===== src/sv/stkc_pkg.sv =====
`timescale 1ns / 1ps
`default_nettype none

package stkc_pkg;

  localparam int WORD_W  = 32;
  localparam int CMD_W   = 5;
  localparam int DEPTH_W = 6;
  localparam int FAULT_W = 2;

  localparam int DEFAULT_STACK_DEPTH = 32;

  localparam logic [WORD_W-1:0] RAM_PLUS_INC = 32'h1000_0000;

  localparam logic [CMD_W-1:0] OP_PUSH      = 5'd0;
  localparam logic [CMD_W-1:0] OP_ADD       = 5'd1;
  localparam logic [CMD_W-1:0] OP_SUB       = 5'd2;
  localparam logic [CMD_W-1:0] OP_MUL       = 5'd3;
  localparam logic [CMD_W-1:0] OP_DIV       = 5'd4;
  localparam logic [CMD_W-1:0] OP_MOD       = 5'd5;
  localparam logic [CMD_W-1:0] OP_NEG       = 5'd6;
  localparam logic [CMD_W-1:0] OP_DUP       = 5'd7;
  localparam logic [CMD_W-1:0] OP_DISCARD   = 5'd8;
  localparam logic [CMD_W-1:0] OP_EXCH      = 5'd9;
  localparam logic [CMD_W-1:0] OP_COPY_NEXT = 5'd10;
  localparam logic [CMD_W-1:0] OP_NOT       = 5'd11;
  localparam logic [CMD_W-1:0] OP_AND       = 5'd12;
  localparam logic [CMD_W-1:0] OP_OR        = 5'd13;
  localparam logic [CMD_W-1:0] OP_XOR       = 5'd14;
  localparam logic [CMD_W-1:0] OP_SHL       = 5'd15;
  localparam logic [CMD_W-1:0] OP_SHR       = 5'd16;
  localparam logic [CMD_W-1:0] OP_SAR       = 5'd17;
  localparam logic [CMD_W-1:0] OP_DOT       = 5'd18;
  localparam logic [CMD_W-1:0] OP_ADD_HIGH  = 5'd19;

  localparam logic [FAULT_W-1:0] FAULT_NONE  = 2'd0;
  localparam logic [FAULT_W-1:0] FAULT_OVER  = 2'd1;
  localparam logic [FAULT_W-1:0] FAULT_UNDER = 2'd2;
  localparam logic [FAULT_W-1:0] FAULT_DIVZ  = 2'd3;

  typedef struct packed {
    logic shift_dn;
    logic shift_up;
  } cell_ctl_t;

endpackage

`default_nettype wire


===== src/sv/stkc_if.sv =====
`timescale 1ns / 1ps
`default_nettype none

interface stkc_in_if import stkc_pkg::*; ();
  logic                     valid;
  logic                     ready;
  logic [CMD_W-1:0]         cmd;
  logic signed [WORD_W-1:0] literal;

  modport source (output valid, output cmd, output literal, input ready);
  modport sink (input valid, input cmd, input literal, output ready);
endinterface

interface stkc_out_if import stkc_pkg::*; ();
  logic                     valid;
  logic                     ready;
  logic signed [WORD_W-1:0] top_value;
  logic [DEPTH_W-1:0]       stack_depth;
  logic signed [WORD_W-1:0] printed_value;
  logic                     printed_valid;
  logic [FAULT_W-1:0]       fault;

  modport source (output valid, output top_value, output stack_depth,
                  output printed_value, output printed_valid, output fault,
                  input ready);
  modport sink (input valid, input top_value, input stack_depth,
                input printed_value, input printed_valid, input fault,
                output ready);
endinterface

`default_nettype wire


===== src/sv/stkc_cell.sv =====
`timescale 1ns / 1ps
`default_nettype none

module stkc_cell import stkc_pkg::*; (
  input  wire logic              clk,
  input  wire cell_ctl_t         ctl,
  input  wire logic [WORD_W-1:0] up_data,
  input  wire logic [WORD_W-1:0] dn_data,
  output logic      [WORD_W-1:0] q
);

  logic [WORD_W-1:0] word_r;

  always_ff @(posedge clk) begin
    if (ctl.shift_dn) begin
      word_r <= up_data;
    end else if (ctl.shift_up) begin
      word_r <= dn_data;
    end
  end

  assign q = word_r;

endmodule

`default_nettype wire


===== src/sv/stkc_div.sv =====
`timescale 1ns / 1ps
`default_nettype none

module stkc_div import stkc_pkg::*; (
  input  wire logic              clk,
  input  wire logic              rst_n,
  input  wire logic              start,
  input  wire logic [WORD_W-1:0] dividend,
  input  wire logic [WORD_W-1:0] divisor,
  output logic                   done,
  output logic      [WORD_W-1:0] quotient,
  output logic      [WORD_W-1:0] remainder
);

  localparam int STEP_W = $clog2(WORD_W);

  logic              busy_r, busy_nxt;
  logic              done_r, done_nxt;
  logic [STEP_W-1:0] step_r, step_nxt;
  logic [WORD_W-1:0] rem_r, rem_nxt;
  logic [WORD_W-1:0] quo_r, quo_nxt;
  logic [WORD_W-1:0] dvs_r, dvs_nxt;
  logic [WORD_W:0]   trial;

  // The partial remainder stays below the divisor, which is at most 2^31, so the
  // shifted remainder fits in one word.
  assign trial = {1'b0, rem_r[WORD_W-2:0], quo_r[WORD_W-1]} - {1'b0, dvs_r};

  always_comb begin
    busy_nxt = busy_r;
    done_nxt = 1'b0;
    step_nxt = step_r;
    rem_nxt  = rem_r;
    quo_nxt  = quo_r;
    dvs_nxt  = dvs_r;
    if (start) begin
      busy_nxt = 1'b1;
      step_nxt = '0;
      rem_nxt  = '0;
      quo_nxt  = dividend;
      dvs_nxt  = divisor;
    end else if (busy_r) begin
      if (!trial[WORD_W]) begin
        rem_nxt = trial[WORD_W-1:0];
      end else begin
        rem_nxt = {rem_r[WORD_W-2:0], quo_r[WORD_W-1]};
      end
      quo_nxt  = {quo_r[WORD_W-2:0], ~trial[WORD_W]};
      step_nxt = step_r + STEP_W'(1);
      if (step_r == STEP_W'(WORD_W - 1)) begin
        busy_nxt = 1'b0;
        done_nxt = 1'b1;
      end
    end
  end

  always_ff @(posedge clk) begin
    if (!rst_n) begin
      busy_r <= 1'b0;
      done_r <= 1'b0;
      step_r <= '0;
    end else begin
      busy_r <= busy_nxt;
      done_r <= done_nxt;
      step_r <= step_nxt;
    end
  end

  always_ff @(posedge clk) begin
    rem_r <= rem_nxt;
    quo_r <= quo_nxt;
    dvs_r <= dvs_nxt;
  end

  assign done      = done_r;
  assign quotient  = quo_r;
  assign remainder = rem_r;

endmodule

`default_nettype wire


===== src/sv/stack_calculator_core_top.sv =====
`timescale 1ns / 1ps
`default_nettype none

// Forth-style data stack with a cached top word and a 32-bit integer ALU. Each input
// transaction is one stack word and yields exactly one result transaction carrying
// the new top, the depth, an optional printed value from dot, and a fault code; a
// faulting word leaves the stack untouched. The words below the top live in a chain
// of STACK_DEPTH-1 cells that shift down on a push and up on a pop. Div and mod run on
// the restoring divider, which produces one quotient bit per cycle, and block new
// transactions until it finishes; every other word completes when it is accepted. A
// new transaction is accepted while the previous result is being taken. The cells
// have no reset, and no clearing pass is needed.
module stack_calculator_core_top import stkc_pkg::*; #(
  parameter int STACK_DEPTH = DEFAULT_STACK_DEPTH
) (
  input wire logic   clk,
  input wire logic   rst_n,
  stkc_in_if.sink    in_if,
  stkc_out_if.source out_if
);

  localparam int CELLS = STACK_DEPTH - 1;
  localparam int CW    = $clog2(STACK_DEPTH + 1);

  localparam logic ST_IDLE = 1'b0;
  localparam logic ST_DIV  = 1'b1;

  logic               state_r, state_nxt;
  logic [WORD_W-1:0]  top_r, top_nxt;
  logic [CW-1:0]      count_r, count_nxt;
  logic               is_mod_r, is_mod_nxt;
  logic               neg_q_r, neg_q_nxt;
  logic               neg_r_r, neg_r_nxt;

  logic               out_valid_r, out_valid_nxt;
  logic [WORD_W-1:0]  out_top_r, out_top_nxt;
  logic [DEPTH_W-1:0] out_depth_r, out_depth_nxt;
  logic [WORD_W-1:0]  out_print_r, out_print_nxt;
  logic               out_pvalid_r, out_pvalid_nxt;
  logic [FAULT_W-1:0] out_fault_r, out_fault_nxt;

  logic [WORD_W-1:0]  cell_q [CELLS];
  cell_ctl_t          cell_ctl [CELLS];
  logic               shift_dn, shift_up, swap_top;

  logic               in_fire;
  logic               div_start, div_done;
  logic [WORD_W-1:0]  div_q, div_r;
  logic [WORD_W-1:0]  sec, tw;
  logic [WORD_W-1:0]  mag_a, mag_b;
  logic [WORD_W-1:0]  alu_res;
  logic               big_shift;
  logic               has1, has2, full;
  logic [FAULT_W-1:0] fault;
  logic [WORD_W-1:0]  printed;
  logic               pvalid;

  assign in_if.ready = (state_r == ST_IDLE) && (!out_valid_r || out_if.ready);
  assign in_fire     = in_if.valid && in_if.ready;

  assign sec  = cell_q[0];
  assign tw   = top_r;
  assign has1 = (count_r != '0);
  assign has2 = (count_r >= CW'(2));
  assign full = (count_r == CW'(STACK_DEPTH));

  assign mag_a     = sec[WORD_W-1] ? (~sec + WORD_W'(1)) : sec;
  assign mag_b     = tw[WORD_W-1] ? (~tw + WORD_W'(1)) : tw;
  assign big_shift = |tw[WORD_W-1:5];

  always_comb begin
    case (in_if.cmd)
      OP_ADD: alu_res = sec + tw;
      OP_SUB: alu_res = sec - tw;
      OP_MUL: alu_res = sec * tw;
      OP_AND: alu_res = sec & tw;
      OP_OR:  alu_res = sec | tw;
      OP_XOR: alu_res = sec ^ tw;
      OP_SHL: alu_res = big_shift ? '0 : (sec << tw[4:0]);
      OP_SHR: alu_res = big_shift ? '0 : (sec >> tw[4:0]);
      OP_SAR: alu_res = big_shift ? {WORD_W{sec[WORD_W-1]}}
                                  : WORD_W'($signed(sec) >>> tw[4:0]);
      default: alu_res = '0;
    endcase
  end

  always_comb begin
    state_nxt  = state_r;
    top_nxt    = top_r;
    count_nxt  = count_r;
    is_mod_nxt = is_mod_r;
    neg_q_nxt  = neg_q_r;
    neg_r_nxt  = neg_r_r;
    shift_dn   = 1'b0;
    shift_up   = 1'b0;
    swap_top   = 1'b0;
    div_start  = 1'b0;
    fault      = FAULT_NONE;
    printed    = '0;
    pvalid     = 1'b0;

    if (in_fire) begin
      unique case (in_if.cmd) inside
        OP_PUSH: begin
          if (full) begin
            fault = FAULT_OVER;
          end else begin
            shift_dn  = 1'b1;
            top_nxt   = in_if.literal;
            count_nxt = count_r + CW'(1);
          end
        end
        OP_DIV, OP_MOD: begin
          if (!has2) begin
            fault = FAULT_UNDER;
          end else if (tw == '0) begin
            fault = FAULT_DIVZ;
          end else begin
            div_start  = 1'b1;
            state_nxt  = ST_DIV;
            is_mod_nxt = (in_if.cmd == OP_MOD);
            neg_q_nxt  = sec[WORD_W-1] ^ tw[WORD_W-1];
            neg_r_nxt  = sec[WORD_W-1];
          end
        end
        OP_ADD, OP_SUB, OP_MUL, OP_AND, OP_OR, OP_XOR,
        OP_SHL, OP_SHR, OP_SAR: begin
          if (!has2) begin
            fault = FAULT_UNDER;
          end else begin
            shift_up  = 1'b1;
            top_nxt   = alu_res;
            count_nxt = count_r - CW'(1);
          end
        end
        OP_NEG, OP_NOT, OP_ADD_HIGH: begin
          if (!has1) begin
            fault = FAULT_UNDER;
          end else if (in_if.cmd == OP_NEG) begin
            top_nxt = ~tw + WORD_W'(1);
          end else if (in_if.cmd == OP_NOT) begin
            top_nxt = ~tw;
          end else begin
            top_nxt = tw + RAM_PLUS_INC;
          end
        end
        OP_DUP: begin
          if (!has1) begin
            fault = FAULT_UNDER;
          end else if (full) begin
            fault = FAULT_OVER;
          end else begin
            shift_dn  = 1'b1;
            count_nxt = count_r + CW'(1);
          end
        end
        OP_DISCARD, OP_DOT: begin
          if (!has1) begin
            fault = FAULT_UNDER;
          end else begin
            shift_up  = 1'b1;
            top_nxt   = has2 ? sec : '0;
            count_nxt = count_r - CW'(1);
            if (in_if.cmd == OP_DOT) begin
              printed = tw;
              pvalid  = 1'b1;
            end
          end
        end
        OP_EXCH: begin
          if (!has2) begin
            fault = FAULT_UNDER;
          end else begin
            swap_top = 1'b1;
            top_nxt  = sec;
          end
        end
        OP_COPY_NEXT: begin
          if (!has2) begin
            fault = FAULT_UNDER;
          end else if (full) begin
            fault = FAULT_OVER;
          end else begin
            shift_dn  = 1'b1;
            top_nxt   = sec;
            count_nxt = count_r + CW'(1);
          end
        end
        default: begin
        end
      endcase
    end else if (div_done) begin
      state_nxt = ST_IDLE;
      shift_up  = 1'b1;
      count_nxt = count_r - CW'(1);
      if (is_mod_r) begin
        top_nxt = neg_r_r ? (~div_r + WORD_W'(1)) : div_r;
      end else begin
        top_nxt = neg_q_r ? (~div_q + WORD_W'(1)) : div_q;
      end
    end
  end

  always_comb begin
    out_valid_nxt  = out_valid_r;
    out_top_nxt    = out_top_r;
    out_depth_nxt  = out_depth_r;
    out_print_nxt  = out_print_r;
    out_pvalid_nxt = out_pvalid_r;
    out_fault_nxt  = out_fault_r;
    if (out_valid_r && out_if.ready) begin
      out_valid_nxt = 1'b0;
    end
    if ((in_fire && !div_start) || div_done) begin
      out_valid_nxt  = 1'b1;
      out_top_nxt    = top_nxt;
      out_depth_nxt  = DEPTH_W'(count_nxt);
      out_print_nxt  = printed;
      out_pvalid_nxt = pvalid;
      out_fault_nxt  = fault;
    end
  end

  always_ff @(posedge clk) begin
    if (!rst_n) begin
      state_r     <= ST_IDLE;
      top_r       <= '0;
      count_r     <= '0;
      out_valid_r <= 1'b0;
    end else begin
      state_r     <= state_nxt;
      top_r       <= top_nxt;
      count_r     <= count_nxt;
      out_valid_r <= out_valid_nxt;
    end
  end

  always_ff @(posedge clk) begin
    is_mod_r     <= is_mod_nxt;
    neg_q_r      <= neg_q_nxt;
    neg_r_r      <= neg_r_nxt;
    out_top_r    <= out_top_nxt;
    out_depth_r  <= out_depth_nxt;
    out_print_r  <= out_print_nxt;
    out_pvalid_r <= out_pvalid_nxt;
    out_fault_r  <= out_fault_nxt;
  end

  genvar k;
  generate
    for (k = 0; k < CELLS; k++) begin : g_cell
      logic [WORD_W-1:0] up_data;
      logic [WORD_W-1:0] dn_data;

      if (k == 0) begin : g_first
        assign up_data = top_r;
      end else begin : g_mid
        assign up_data = cell_q[k-1];
      end

      if (k == CELLS - 1) begin : g_last
        assign dn_data = cell_q[k];
      end else begin : g_inner
        assign dn_data = cell_q[k+1];
      end

      assign cell_ctl[k].shift_dn = shift_dn || (swap_top && (k == 0));
      assign cell_ctl[k].shift_up = shift_up;

      stkc_cell u_cell (
        .clk     (clk),
        .ctl     (cell_ctl[k]),
        .up_data (up_data),
        .dn_data (dn_data),
        .q       (cell_q[k])
      );
    end
  endgenerate

  stkc_div u_div (
    .clk       (clk),
    .rst_n     (rst_n),
    .start     (div_start),
    .dividend  (mag_a),
    .divisor   (mag_b),
    .done      (div_done),
    .quotient  (div_q),
    .remainder (div_r)
  );

  assign out_if.valid         = out_valid_r;
  assign out_if.top_value     = out_top_r;
  assign out_if.stack_depth   = out_depth_r;
  assign out_if.printed_value = out_print_r;
  assign out_if.printed_valid = out_pvalid_r;
  assign out_if.fault         = out_fault_r;

  a_count_bound: assert property (@(posedge clk) disable iff (!rst_n)
    count_r <= CW'(STACK_DEPTH))
    else $error("stack count exceeds the stack depth");

  a_div_out_empty: assert property (@(posedge clk) disable iff (!rst_n)
    (state_r == ST_DIV) |-> !out_valid_r)
    else $error("result pending while a division runs");

  a_div_done_state: assert property (@(posedge clk) disable iff (!rst_n)
    div_done |-> (state_r == ST_DIV))
    else $error("divider finished outside a division");

  a_div_start_state: assert property (@(posedge clk) disable iff (!rst_n)
    div_start |=> (state_r == ST_DIV) && !in_if.ready)
    else $error("division start did not block new transactions");

  a_result_follows: assert property (@(posedge clk) disable iff (!rst_n)
    (in_fire && !div_start) |=> out_valid_r)
    else $error("accepted transaction produced no result");

endmodule

`default_nettype wire

===== src/flat_wrapper.sv =====
// flat-port wrapper written by rule: the top's interface ports become plain ports
module stack_calculator_core_top_flat import stkc_pkg::*;
#(
  parameter int STACK_DEPTH = DEFAULT_STACK_DEPTH
)
  (clk, rst_n, in_if_valid, in_if_cmd, in_if_literal, in_if_ready, out_if_valid, out_if_top_value, out_if_stack_depth, out_if_printed_value, out_if_printed_valid, out_if_fault, out_if_ready);
  stkc_in_if in_if_i ();
  stkc_out_if out_if_i ();
  input wire logic clk;
  input wire logic rst_n;
  input wire logic [$bits(in_if_i.valid)-1:0] in_if_valid;
  input wire logic [$bits(in_if_i.cmd)-1:0] in_if_cmd;
  input wire logic [$bits(in_if_i.literal)-1:0] in_if_literal;
  output wire logic [$bits(in_if_i.ready)-1:0] in_if_ready;
  output wire logic [$bits(out_if_i.valid)-1:0] out_if_valid;
  output wire logic [$bits(out_if_i.top_value)-1:0] out_if_top_value;
  output wire logic [$bits(out_if_i.stack_depth)-1:0] out_if_stack_depth;
  output wire logic [$bits(out_if_i.printed_value)-1:0] out_if_printed_value;
  output wire logic [$bits(out_if_i.printed_valid)-1:0] out_if_printed_valid;
  output wire logic [$bits(out_if_i.fault)-1:0] out_if_fault;
  input wire logic [$bits(out_if_i.ready)-1:0] out_if_ready;
  assign in_if_i.valid = in_if_valid;
  assign in_if_i.cmd = in_if_cmd;
  assign in_if_i.literal = in_if_literal;
  assign in_if_ready = in_if_i.ready;
  assign out_if_valid = out_if_i.valid;
  assign out_if_top_value = out_if_i.top_value;
  assign out_if_stack_depth = out_if_i.stack_depth;
  assign out_if_printed_value = out_if_i.printed_value;
  assign out_if_printed_valid = out_if_i.printed_valid;
  assign out_if_fault = out_if_i.fault;
  assign out_if_i.ready = out_if_ready;
  stack_calculator_core_top #(.STACK_DEPTH(STACK_DEPTH)) u_core (.clk(clk), .rst_n(rst_n), .in_if(in_if_i), .out_if(out_if_i));
endmodule

===== config.mk =====
export PLATFORM = sky130hd
export DESIGN_NAME = stack_calculator_core_top_flat
export DESIGN_NICKNAME = d
export VERILOG_FILES = /design/src/sv/stkc_pkg.sv /design/src/sv/stkc_if.sv /design/src/sv/stkc_cell.sv /design/src/sv/stkc_div.sv /design/src/sv/stack_calculator_core_top.sv /design/src/flat_wrapper.sv
export SDC_FILE = /design/constraint.sdc
export NUM_CORES = 2
export LEC_CHECK = 0
export ABC_AREA = 1
export BUFFER_PORTS_ARGS = -buffer_cell sky130_fd_sc_hd__buf_4
export CAP_MARGIN = 25
export CORE_MARGIN = 5
export CORE_UTILIZATION = 45
export CTS_BUF_LIST = sky130_fd_sc_hd__clkbuf_2 sky130_fd_sc_hd__clkbuf_4 sky130_fd_sc_hd__clkbuf_8
export DETAILED_ROUTE_END_ITERATION = 6
export PLACE_DENSITY_LB_ADDON = 0.12
export SYNTH_ARGS = -nofsm -noshare
export SYNTH_HDL_FRONTEND = slang
export SYNTH_SLANG_ARGS = --single-unit

===== constraint.sdc =====
create_clock -name clk -period 88.3 [get_ports clk]
set_clock_uncertainty 0.2 [all_clocks]
set_input_delay 22.075 -clock clk [delete_from_list [all_inputs] [get_ports clk]]
set_output_delay 22.075 -clock clk [all_outputs]
set_load 0.005 [all_outputs]

==> results.json <==
{
  "htreeDepth": 4,
  "die_w_um": 439,
  "report.final.slew_viol_count": 0,
  "chipHeight_um": 439,
  "yosys.area.top_type": "edfxtp_1",
  "nets": 10900,
  "hold_viol_final": 0,
  "synth-simple-area-share_pct": 24.9,
  "utilization_pct": 49.2,
  "finalSetupViolations": 0,
  "clkTransAtPathRegs_ns": 0.06,
  "cpMostUsedCell": "buf_4",
  "max_slew.worst_pin.slew_ns": 1.16,
  "route.detailed.drc": 0,
  "drive_gt1_share_pct": 7.65,
  "clk_latency_ns": 1.00,
  "synth_area_um2": 82700,
  "antenna_found_initial": 16,
  "first_iter_violations": 7594,
  "cp-end-kind": "output pin",
  "synth_compound_area_share_pct": 8.76,
  "crit_path_top_delay_cell": "a21oi_1",
  "worst_hold_path_type": "flip-flop to flip-flop",
  "ir_worst_vdd_uv": 19.7,
  "synth_area_leaders": "edfxtp_1 41%, nand2_1 20%, fa_1 9.9%",
  "wl_per_cell_um": 23.1,
  "antenna_left": 0,
  "synth_seq_cells": 1211,
  "gp_congestion": 1.04,
  "io_buffers": 115,
  "grt_setup_unrepaired": "no",
  "initial_core_util_pct": 45.2,
  "finalWirelength_um": 295000,
  "setup-tns-final_ns": 0,
  "max_clock_freq_ghz": 0.0223,
  "num_rows": 157,
  "synth_seq_area_share_pct": 43.0,
  "avgSynthCellArea_um2": 8.13,
  "crit_fanout": 2,
  "period_share_pct": 50.8,
  "crit_type": "input port to output pin",
  "powerDensity_nw_per_um2": 22.4,
  "synth_fp_nets": 10900,
  "cts_sinks": 1211,
  "synth.most_common_cell": "nand2_1",
  "viasPerCell": 5.49,
  "syn_to_final_growth_pct": 8.96,
  "netlist.area_leader.share_pct": 41.1,
  "yosys.area_share.adder_pct": 13.9,
  "grt_pass1_vias": 67200,
  "max_cap_viol_count": 0,
  "vias": 70200,
  "core_um2": 183000,
  "ys.flop_type": "edfxtp_1",
  "postSynth.asyncResetShare_pct": 0,
  "cts_resized": 0,
  "arrival_ns": 22.55,
  "cts_made_buffers": 207,
  "netlist_instances": 10200,
  "synth-edff-count": 1132,
  "slew_headroom_pct": 22.4,
  "cts_tree": "yes",
  "io_pins": 116,
  "yosys_warnings": 0,
  "cpPeakStageDelay_ns": 0.20,
  "total_leakage_power_nw": 42.5,
  "worstPathCellList": "buf_4 > inv_1 > a21oi_1 > buf_4",
  "holdBufCountCts": 0,
  "track_usage_pct": 30.0,
  "synth_cell_types": 74,
  "grt_overflow": 0,
  "start_kind": "input port",
  "synth_common_cells": "4344 x nand2_1, 1132 x edfxtp_1, 1063 x inv_1",
  "cts_buffer_depth": 3,
  "crit_required_ns": 66.03,
  "status": "finished, final reports clean",
  "dr.pass1.iters": 6,
  "min_period_ns": 44.82,
  "cts_root_buffer": "clkbuf_8",
  "fp.dieArea_um2": 193000,
  "grt_max_degree": 226,
  "hpwl_um": 211000,
  "synthMuxAreaShare_pct": 0.133,
  "synth_top_family_by_area": "simple AND/OR/NAND/NOR gates",
  "grt_pass1_wl_um": 433000,
  "synth-xor-area-share_pct": 1.19,
  "cts_setup_buffers": 0
}
## flip-flops by register name, indices dropped and copies added, names as in the netlist, 2 cells and up
signal and count:
u_core.g_cell.u_cell.q 992, u_core.g_cell.up_data 32, u_core.out_if.printed_value 32, u_core.out_if.top_value 32, u_core.u_div.dvs_r 32, u_core.u_div.quotient 32
u_core.u_div.remainder 32, u_core.count_r 6, u_core.out_if.stack_depth 6, u_core.u_div.step_r 5, u_core.out_if.fault 2
## final timing paths
| path | from | endpoint | slack, ns | cells after the start |
|---|---|---|---|---|
| worst max-delay path | out_if_ready | in_if_ready | 43.48 | 4 |
| worst max register to register | u_core.g_cell[0].up_data[6]$_SDFF_PN0_ | u_core.out_if.top_value[27]$_DFFE_PP_ | 79.23 | 28 |
| worst min-delay path | u_core.g_cell[29].u_cell.q[11]$_DFFE_PP_ | u_core.g_cell[30].u_cell.q[11]$_DFFE_PP_ | 0.24 | 0 |
| worst min register to register | u_core.g_cell[29].u_cell.q[11]$_DFFE_PP_ | u_core.g_cell[30].u_cell.q[11]$_DFFE_PP_ | 0.24 | 0 |
## layout make-up
type | instances | area [um2]
diodes | 10 | 25.0
well taps | 2464 | 3080
repair buffers | 291 | 2410
clock inverters | 85 | 696
fillers | 17900 | 92900
clock buffers | 297 | 3590
multi-input cells | 7287 | 40500
inverters | 1142 | 4310
flip-flops and latches | 1211 | 35600
## cell usage in the layout (no fill, tap or decap), types with 16 or more instances in the layout
cell type,count
a21oi_1,407
a221oi_1,29
a22oi_1,16
a31oi_1,31
buf_4,278
clkbuf_4,81
clkbuf_8,217
clkinv_1,68
clkinv_2,21
dfxtp_1,67
edfxtp_1,1132
fa_1,410
ha_1,262
inv_1,1062
inv_2,54
nand2_1,4342
nand3_1,255
nand3b_1,16
nand4_1,50
nor2_1,348
nor2_2,18
nor3_1,72
nor4_1,19
o2111ai_1,22
o211ai_1,63
o21ai_0,478
o21ai_1,104
o21bai_1,16
o221ai_1,17
o22ai_1,26
or2_2,21
xnor2_1,19
xor2_1,93
## cells by family after synthesis
family                   Yosys count
XOR/XNOR                         112
AND/OR/NAND/NOR                 5206
flip-flops                      1211
buffers and inverters           1685
multiplexers                      11
adder cells (fa/ha/maj)          672
AO/OA/AOI/OAI                   1286
## power breakdown
group | internal [W] | total, W | switching (W)
combinational | 0.000233 | 0.000754 | 0.000521
clock | 0.000286 | 0.000528 | 0.000241
sequential | 0.000699 | 0.000735 | 0.0000364
## layer usage
metal	vias to the layer above	routed length (um)	global-route usage, %
li1	32700	-	-
met1	34000	125000	41.1
met2	2897	127000	45.1
met3	649	25400	6.19
met4	8	18000	15.8
met5	-	114	0.277
## critical path, delay by kind of cell
kind | cells | cell delay, ns
buffers and inverters | 3 | 0.27
AOI/OAI and AO/OA | 1 | 0.20
## per-stage QoR
step | area [um2] | power [W] | hold WS (ns) | setup WS, ns | std cells
detailed placement | 85600 | 0.00147 | 0.234 | 43.46 | 12400
finish | 90200 | 0.00202 | 0.244 | 43.48 | 12800
global route | 90100 | 0.00214 | 0.251 | 43.43 | 12800
floorplan | 82700 | 0.00125 | 0.227 | 43.32 | 10200
CTS | 89900 | 0.00202 | 0.234 | 43.46 | 12800
global placement | 85500 | 0.00147 | 0.232 | 43.43 | 12400
Power figures use the tool's default switching activity.
